## src/sv/keypad_scan_debouncer_unit_assert.svh

```systemverilog
// Assertion macros for the keypad scan debouncer.
// Both macros expect clk and rst_n in scope.
`ifndef KEYPAD_SCAN_DEBOUNCER_UNIT_ASSERT_SVH
`define KEYPAD_SCAN_DEBOUNCER_UNIT_ASSERT_SVH

`define KPD_ASSERT(lbl, expr, msg) \
  lbl: assert property (@(posedge clk) disable iff (!rst_n) (expr)) else $error(msg);

`define KPD_ASSERT_NEXT(lbl, ante, cons, msg) \
  lbl: assert property (@(posedge clk) disable iff (!rst_n) (ante) |=> (cons)) else $error(msg);

`endif

```

## src/sv/kpd_pkg.sv

```systemverilog
// ----------------------------------------------------------------------------
// kpd_pkg
// Shared types, codes and the key character table of the keypad debouncer.
// ----------------------------------------------------------------------------
package kpd_pkg;

  localparam int LINE_W = 4;
  localparam int CODE_W = 8;
  localparam int CHAR_W = 7;
  localparam int TICK_W = 8;

  localparam logic [TICK_W-1:0] TICKS_RESET = 8'd20;

  localparam logic [1:0] MODE_IDLE   = 2'd0;
  localparam logic [1:0] MODE_ERROR  = 2'd1;
  localparam logic [1:0] MODE_SINGLE = 2'd2;

  typedef struct packed {
    logic              none;
    logic              one;
    logic              multi;
    logic [LINE_W-1:0] lines;
  } kpd_lane_t;

  // Row-major ASCII table: row 0 is 1 2 3 A, row 3 is * 0 # D.
  localparam logic [CHAR_W-1:0] KEY_CHARS [16] = '{
    7'h31, 7'h32, 7'h33, 7'h41,
    7'h34, 7'h35, 7'h36, 7'h42,
    7'h37, 7'h38, 7'h39, 7'h43,
    7'h2A, 7'h30, 7'h23, 7'h44
  };

  function automatic logic [2:0] onehot_index(input logic [LINE_W-1:0] v);
    logic [2:0] idx;
    case (v)
      4'b0001: idx = 3'd0;
      4'b0010: idx = 3'd1;
      4'b0100: idx = 3'd2;
      4'b1000: idx = 3'd3;
      default: idx = 3'd4;
    endcase
    return idx;
  endfunction

  function automatic logic [CHAR_W-1:0] key_to_char(input logic [CODE_W-1:0] code);
    logic [2:0] r;
    logic [2:0] c;
    r = onehot_index(code[7:4]);
    c = onehot_index(code[3:0]);
    if (r[2] || c[2]) begin
      return '0;
    end
    return KEY_CHARS[{r[1:0], c[1:0]}];
  endfunction

endpackage

```

## src/sv/keypad_scan_debouncer_unit.sv

```systemverilog
// An accepted request that ends a key registers its result in the output register.
// Throughput: one request per cycle; in_stall rises only while a result
// waits in the output register and the sink stalls it.
// Reset is synchronous and active low: mode goes idle, the counter and both
// key registers clear, and the tick threshold ticks_r returns to 20.
// ----------------------------------------------------------------------------
// keypad_scan_debouncer_unit
// Debounces a scanned 4x4 keypad and emits the ASCII character of each key
// once its release has lasted the programmed number of scan ticks.
// ----------------------------------------------------------------------------
`include "keypad_scan_debouncer_unit_assert.svh"

module keypad_scan_debouncer_unit #(
  parameter int ROW_COUNT = 4,
  parameter int COL_COUNT = 4
) (
  input  logic                        clk,
  input  logic                        rst_n,
  input  logic                        in_valid,
  output logic                        in_stall,
  input  logic [kpd_pkg::LINE_W-1:0]  in_row_lines,
  input  logic [kpd_pkg::LINE_W-1:0]  in_col_lines,
  output logic                        out_valid,
  input  logic                        out_stall,
  output logic [kpd_pkg::CHAR_W-1:0]  out_key_char,
  output logic [kpd_pkg::CODE_W-1:0]  out_key_code,
  input  logic                        psel,
  input  logic                        penable,
  input  logic                        pwrite,
  input  logic [2:0]                  paddr,
  input  logic [31:0]                 pwdata,
  output logic [31:0]                 prdata,
  output logic                        pready
);
  import kpd_pkg::*;

  kpd_lane_t row_lane;
  kpd_lane_t col_lane;

  logic [TICK_W-1:0] ticks_r;
  logic [1:0]        mode_r, mode_nxt;
  logic [TICK_W-1:0] count_r, count_nxt;
  logic [CODE_W-1:0] held_r, held_nxt;
  logic [CODE_W-1:0] prev_r, prev_nxt;
  logic              out_valid_r;
  logic [CHAR_W-1:0] out_char_r;
  logic [CODE_W-1:0] out_code_r;

  logic              in_acc;
  logic              emit;
  logic [CODE_W-1:0] new_key;
  logic [TICK_W-1:0] tick_base;
  logic [TICK_W-1:0] tick_inc;
  logic              tick_hit;
  logic [TICK_W-1:0] tick_after;
  logic              all_released;
  logic              any_multi;

  kpd_lane_decode #(.LANES(ROW_COUNT)) u_row (.lines(in_row_lines), .lane(row_lane));
  kpd_lane_decode #(.LANES(COL_COUNT)) u_col (.lines(in_col_lines), .lane(col_lane));

  assign pready = 1'b1;
  assign prdata = (paddr[2] == 1'b0) ? {24'd0, ticks_r} : 32'd0;

  assign in_stall = out_valid_r && out_stall;
  assign in_acc   = in_valid && !in_stall;

  assign all_released = row_lane.none && col_lane.none;
  assign any_multi    = row_lane.multi || col_lane.multi;
  assign new_key      = {row_lane.lines, col_lane.lines};

  // A different key in idle restarts the count before it is incremented.
  always_comb begin
    tick_base = count_r;
    if (mode_r != MODE_ERROR && mode_r != MODE_SINGLE && row_lane.one && col_lane.one &&
        new_key != prev_r && prev_r != '0) begin
      tick_base = '0;
    end
  end

  assign tick_inc   = tick_base + 8'd1;
  assign tick_hit   = (tick_inc == ticks_r);
  assign tick_after = tick_hit ? '0 : tick_inc;

  always_comb begin
    mode_nxt  = mode_r;
    count_nxt = count_r;
    held_nxt  = held_r;
    prev_nxt  = prev_r;
    emit      = 1'b0;
    case (mode_r)
      MODE_ERROR: begin
        if (all_released) begin
          count_nxt = tick_after;
          if (tick_hit) begin
            mode_nxt = MODE_IDLE;
          end
        end
      end
      MODE_SINGLE: begin
        if (any_multi) begin
          mode_nxt = MODE_ERROR;
        end else if (all_released) begin
          count_nxt = tick_after;
          if (tick_hit) begin
            emit     = 1'b1;
            held_nxt = '0;
            mode_nxt = MODE_IDLE;
          end
        end
      end
      default: begin
        mode_nxt = MODE_IDLE;
        if (any_multi) begin
          mode_nxt = MODE_ERROR;
        end else if (row_lane.one && col_lane.one) begin
          held_nxt  = new_key;
          prev_nxt  = new_key;
          count_nxt = tick_after;
          if (tick_hit) begin
            mode_nxt = MODE_SINGLE;
          end
        end
      end
    endcase
  end

  always_ff @(posedge clk) begin
    if (!rst_n) begin
      ticks_r     <= TICKS_RESET;
      mode_r      <= MODE_IDLE;
      count_r     <= '0;
      held_r      <= '0;
      prev_r      <= '0;
      out_valid_r <= 1'b0;
    end else begin
      if (psel && penable && pwrite && paddr[2] == 1'b0) begin
        ticks_r <= pwdata[TICK_W-1:0];
      end
      if (in_acc) begin
        mode_r  <= mode_nxt;
        count_r <= count_nxt;
        held_r  <= held_nxt;
        prev_r  <= prev_nxt;
      end
      if (in_acc && emit) begin
        out_valid_r <= 1'b1;
      end else if (!out_stall) begin
        out_valid_r <= 1'b0;
      end
    end
  end

  always_ff @(posedge clk) begin
    if (in_acc && emit) begin
      out_char_r <= key_to_char(held_r);
      out_code_r <= held_r;
    end
  end

  assign out_valid    = out_valid_r;
  assign out_key_char = out_char_r;
  assign out_key_code = out_code_r;

  `KPD_ASSERT(a_out_code_onehot, !out_valid_r || ($onehot(out_code_r[7:4]) && $onehot(out_code_r[3:0])), "result key code is not one row and one column")
  `KPD_ASSERT(a_single_has_key, mode_r != MODE_SINGLE || held_r != '0, "single mode without a held key")
  `KPD_ASSERT_NEXT(a_emit_to_idle, in_acc && emit, mode_r == MODE_IDLE && held_r == '0 && out_valid_r, "emitted request did not return to idle")

endmodule

```

## src/sv/kpd_lane_decode.sv

```systemverilog
// ----------------------------------------------------------------------------
// kpd_lane_decode
// Masks one group of scan lines and classifies it as none, one or several.
// ----------------------------------------------------------------------------
module kpd_lane_decode #(
  parameter int LANES = 4
) (
  input  logic [kpd_pkg::LINE_W-1:0] lines,
  output kpd_pkg::kpd_lane_t         lane
);
  import kpd_pkg::*;

  localparam logic [LINE_W-1:0] MASK = LINE_W'((1 << LANES) - 1);

  logic [LINE_W-1:0] masked;
  logic              several;

  assign masked  = lines & MASK;
  assign several = (masked & (masked - 4'd1)) != '0;

  assign lane.none  = (masked == '0);
  assign lane.multi = several;
  assign lane.one   = (masked != '0) && !several;
  assign lane.lines = masked;

endmodule

```

## config.mk

```make
export PLATFORM = sky130hd
export DESIGN_NAME = keypad_scan_debouncer_unit
export DESIGN_NICKNAME = d
export VERILOG_FILES = /design/src/sv/kpd_pkg.sv /design/src/sv/keypad_scan_debouncer_unit.sv /design/src/sv/kpd_lane_decode.sv
export VERILOG_INCLUDE_DIRS = /design/src /design/src/sv
export SDC_FILE = /design/constraint.sdc
export NUM_CORES = 1
export LEC_CHECK = 0
export BUFFER_PORTS_ARGS = -buffer_cell sky130_fd_sc_hd__buf_4
export CAP_MARGIN = 10
export CORE_UTILIZATION = 36
export DETAILED_ROUTE_END_ITERATION = 10
export PLACE_DENSITY_LB_ADDON = 0.12
export SLEW_MARGIN = 20
export SYNTH_ARGS = -nofsm -noshare
export SYNTH_HDL_FRONTEND = slang
export SYNTH_HIERARCHICAL = 1
export SYNTH_SLANG_ARGS = --single-unit
```

## constraint.sdc

```tcl
create_clock -name clk -period 5.3 [get_ports clk]
set_clock_uncertainty 0.1 [all_clocks]
set_input_delay 1.325 -clock clk [delete_from_list [all_inputs] [get_ports clk]]
set_output_delay 1.325 -clock clk [all_outputs]
set_load 0.01 [all_outputs]
```

Word level (Yosys, flattened, before mapping)
Memories as Yosys holds them, arrays and structs flattened.
Index checks and enable logic that the tools add are counted.
{ "classes": {"eq_ne": 19, "order_cmp": 1, "bitwise": 7, "addsub": 3, "n_mux": 37, "n_reduce_logical": 33} }
{ "ops": {"columns": ["operator", "n"], "rows": [
  ["8-bit two-way mux", 12],
  ["8-bit case mux with 2 select lines", 2],
  ["7-bit two-way mux", 4],
  ["3-bit case mux with 4 select lines", 2],
  ["4-bit nonzero test", 4],
  ["1-bit logical AND", 15],
  ["2-bit two-way mux", 6],
  ["8-bit by 1-bit adder with 8-bit output (second input constant)", 1],
  ["4-bit bitwise AND", 2],
  ["4-bit by 1-bit == test with 1-bit output (second input constant)", 2],
  ["4-bit by 2-bit == test with 1-bit output (second input constant)", 2],
  ["4-bit by 3-bit == test with 1-bit output (second input constant)", 2],
  ["4-bit == test (second input constant)", 2],
  ["8-bit == test", 1],
  ["4-bit logical NOT", 2],
  ["1-bit two-way mux", 8],
  ["2-bit inequality test (second input constant)", 4],
  ["8-bit inequality test", 1],
  ["4-bit AND reduction", 2],
  ["8-bit nonzero test", 1],
  ["4-bit by 1-bit subtractor with 4-bit output (second input constant)", 2],
  ["3-bit two-way mux", 2],
  ["2-bit by 1-bit inequality test with 1-bit output (second input constant)", 3],
  ["6-bit AND reduction", 1],
  ["other kinds (11)", 17]
]} }
{ "totals": {"register_bits": 50, "mem_bits_ro": 112, "memories": 1, "input_bits": 50} }
{ "mem_list": {"columns": ["name", "depth", "word_bits", "read_ports", "rd_clocked_by_memory_dff", "wr", "line_no", "rtl"], "rows": [
  ["(name not given)", 16, 7, 1, 0, 0, "kpd_pkg.sv:53", "return KEY_CHARS[{r[1:0], c[1:0]}];"]
]} }

Depth between registers and ports, before layout
{ "depth": {"word_depth": 23, "depth_mapped": 17} }

Modules after synthesis
Netlist, hierarchy kept.
{ "by_module_without_submodules": {"columns": ["mod", "seq_area_each_um2", "n_inst", "area_each_um2", "cells_per_inst"], "rows": [
  ["keypad_scan_debouncer_unit", 1151.1, 1, 3198.1, 383],
  ["kpd_lane_decode", 0.0, 2, 98.8, 14]
]} }

Least setup slack after synthesis
No wires, ideal clock.
{ "synth_timing": {"path_kind": "input-to-reg", "start": "in in_col_lines[1] (netlist name)", "end": "reg out_char_r[0], in the netlist out_key_char[0] (enable)", "setup_slack_ps": -123, "required_ps": 4801, "cell_stages": 15, "setup_ps": 399, "arrival_time_ps": 4924, "cell_sequence": "nor4b_1 > a211o_1 > nand3_1 > a21o_1 > a21oi_2 > buf_2 > nor2b_1 > ha_1 > buf_6 > xor2_1 > or3_1 > a311oi_1 > mux2i_1 > a31o_2 > nor4_2"} }
{ "synth_lines": {"columns": ["item", "line_no", "rtl"], "rows": [
  ["start, declared", "keypad_scan_debouncer_unit.sv:22", "input logic [kpd_pkg::LINE_W-1:0] in_col_lines,"],
  ["end signal, assigned", "keypad_scan_debouncer_unit.sv:156", "out_char_r <= key_to_char(held_r);"],
  ["end, declared", "keypad_scan_debouncer_unit.sv:46", "logic [CHAR_W-1:0] out_char_r;"]
]} }

==> summary.txt <==
Critical path
  • Worst R2R Start: mode_r[0]
  • CP max stage delay: between 300 and 400 ps
  • Top delay family on crit path: simple AND/OR/NAND/NOR gates
  • Critical-path cell list: buf_4 > nor4b_1 > a211o_1 > nand3_1 > a21o_1 > a21oi_2 > nor2b_1 > ha_1 > xor2_1 > or3_1 > a311oi_1 > mux2i_1 > a31o_2 > nor4_4 > buf_12
  • CP required: 5230 ps
  • Worst r2r dst: out_key_code[7]
  • Arr. time, crit path: 4620 ps
  • Worst Setup Start Kind: input port
  • CP Max Fanout: 15
  • Buffers and inverters on the worst path: 2
  • Worst r2r path cells: 14
  • Slowest CP cell: or3_1
  • Type of the worst setup path: input port to register
  • Setup crit end kind: register
  • R2r setup slk: 1440 ps

Placed design
  • Placed Area: 3672 um2
  • Port Buffers: 48
  • Final RePlAce weighted congestion: 0.7711
  • Detail Placement HPWL: about 5.3 mm

Synthesis
  • Async set or reset register ratio after synthesis: 0
  • Syn Inst Count: 411
  • Compound-gate portion of the synthesized area: 0.1536
  • Mapped Avg Cell Area: 8.262 um2
  • Synth Area in XOR/XNOR: 0.06964
  • Sequential share of the synthesized area: 0.3390
  • Post-Synth Adder-Cell Area: 0.03316
  • Top_reg_cell synth: dfxtp_1
  • Combinational family with the most area after synthesis: simple AND/OR/NAND/NOR gates
  • Synth warn: 6
  • Multiplexer share of the synthesized area: 0.02653
  • Cell Area, Synth: 3396 um2
  • Post-synth EDFFs: 15
  • Synth top area cells: dfxtp_1, edfxtp_1, buf_4, nand2_1, xor2_1
  • Synth unique cells: 56
  • Share of the synthesized area in the top cell type: 0.2063
  • Synth Register Bits: 50
  • Yosys top cell by area: dfxtp_1
  • Synth Area in Simple Gates: 0.2576

Job
  • Max Cap Viol: 0

Clock network
  • H-tree depth: 2
  • Worst-skew pair later-pin latency: 310 ps
  • Clk slew on worst S/H paths: ~100 ps
  • Root Buffer: clkbuf_8
  • Post-CTS Setup Bufs: 0
  • CTS Sinks: 50
  • CTS tree: done
  • CTS Hold Bufs: 0
  • Resize count post-CTS: 0
  • TritonCTS buffer count: 5
  • Clk buf depth: 2

STA
  • Setup TNS: 0 ps
  • Max Freq: 213.0 MHz
  • Final slew viol count: 0
  • Final Cycle Share: 0.8858
  • Slew of the pin with the lowest slew margin: around 940 ps
  • Final Hold Violating Endpoints: 0
  • Final setup violating endpoints: 0
  • Post-route minimum period: approximately 4700 ps
  • RSZ-0062 raised after global routing: no
  • Slew margin rel.: 0.3719

Drt
  • Via count: 2861
  • Final WL: around 7.4 mm
  • Routed length per instance: 13.42 um
  • DR DRC count: 0
  • DRT antenna net count: 0
  • Via-to-Cell Ratio: 5.202
  • Pre-Repair DR Iteration Count: 4
  • DRT iter0 DRCs: 117

Global routing
  • Largest net degree at the start of global routing: 24
  • Number of global-route vias before repair: around 2700
  • First-pass GRT wire length: 12.70 mm
  • All-Layer GR Usage: 0.1582
  • Grt ovf: 0
  • Initial antenna violation count: 0

Min path
  • Hold endpoint: ticks_r[1]
  • Hold WC Path Type: register to register
  • Worst Hold Depth: 2
  • Worst Hold Launch: ticks_r[1]

Status
  • Outcome: finished clean

Floorplan
  • Std-Cell Rows: 35
  • Die area: 9825 um2
  • IO Count: 100
  • DIE HEIGHT: 99.12 um
  • Die width: about 99 um
  • Core footprint: 9196 um2
  • Initial core utilization: 0.3693

Finish
  • Most frequent cells in the layout: nand2_1, buf_4, dfxtp_1
  • Filler Cell Count: approximately 930
  • Nets: 497
  • Area delta synth->final: 10.76%
  • N_diodes: 0
  • Post-route design area: 3761 um2
  • Core Util, Final: 0.4090
  • Share of layout cells above drive strength 1: 0.1503

Power and ir drop
  • P_leak: about 1.5 nW
  • Pwr dens: approximately 190 nW/um2
  • VDD IR max: 0.1086 mV
## per-layer routing
metal,GRT usage,up-vias,share of wire
li1,-,1451,-
met1,0.1972,1338,0.46
met2,0.2829,66,0.49
met3,0.03443,6,0.035
met4,0.02941,0,0.0084
met5,0,-,0
## worst register-to-register path: cells and delay by family (launching register included)
kind,cells,cell delay (ps)
fa+ha+maj,2,580
flops,1,360
xor+xnor,1,190
mux,1,120
compound gates,4,990
buf+inv,2,270
simple gates,4,970
## layout make-up
cell class | instances | area, um2 | share of cell area
Clock buffer | 5 | 68.82 | 0.01830
Clock inverter | 3 | 20.02 | 0.005323
Inverter | 11 | 41.29 | 0.01098
Multi-Input combinational cell | 318 | 1938 | 0.5153
Sequential cell | 50 | 1151 | 0.3061
Tap cell | 111 | 138.9 | 0.03693
Timing Repair Buffer | 52 | 402.9 | 0.1071
## how the worst max path moves through the flow
stage	start	end	cells after the start	slack [ps]
finish	in_col_lines[1]	out_key_code[7]	15	610
global route	in_col_lines[0]	out_key_code[7]	15	340
CTS	in_row_lines[1]	out_key_code[7]	15	650
detailed placement	in_row_lines[1]	out_key_code[2]	15	320
global placement	in_row_lines[1]	out_key_code[2]	15	350
floorplan	in_col_lines[1]	out_key_char[0]	15	230
## report_power, final
| part | switching, W | internal [W] | leakage, nW |
|---|---|---|---|
| Sequential | 0.00000289 | 0.000394 | 0.457 |
| Combinational | 0.0000438 | 0.0000272 | 1.01 |
| Clock | 0.000137 | 0.0000933 | 0.0422 |
| Total | 0.000184 | 0.000514 | 1.51 |
## sequential cells by signal, summed over array words and instances (netlist names)
name          cells
count_r           8
held_r            8
mode_r            2
out_key_char      7
out_key_code      8
out_valid         1
prev_r            8
ticks_r           8
## synthesized netlist by cell type (all sizes together), types with 8 or more instances
master  number
a21oi       16
buf         44
clkbuf      11
dfxtp       35
edfxtp      15
ha           9
inv         11
mux2i        9
nand2       51
nand3       18
nor2        33
nor2b       10
nor3        17
nor4         8
o211ai      10
o21ai       24
xnor2       11
xor2        16
## stage by stage
step | cells | setup slack (ps) | hold WS (ps) | power (W)
global placement | 542 | 348.5 | 375.8 | 0.0004751
floorplan | 434 | 231.4 | 306.4 | 0.0004660
global route | 550 | 343.1 | 435.7 | 0.0007369
CTS | 550 | 649.2 | 404.9 | 0.0007098
finish | 550 | 605.1 | 400.3 | 0.0006980
detailed placement | 542 | 321.5 | 388.7 | 0.0004761
## kinds of logic after synthesis
kind of cell | count (synthesis)
buffers and inverters | 66
XOR/XNOR | 27
multiplexers | 9
AO/OA/AOI/OAI | 79
other | 2
AND/OR/NAND/NOR | 169
flip-flops | 50
adder cells (fa/ha/maj) | 9
No activity file was read; power rests on OpenSTA's default activity.
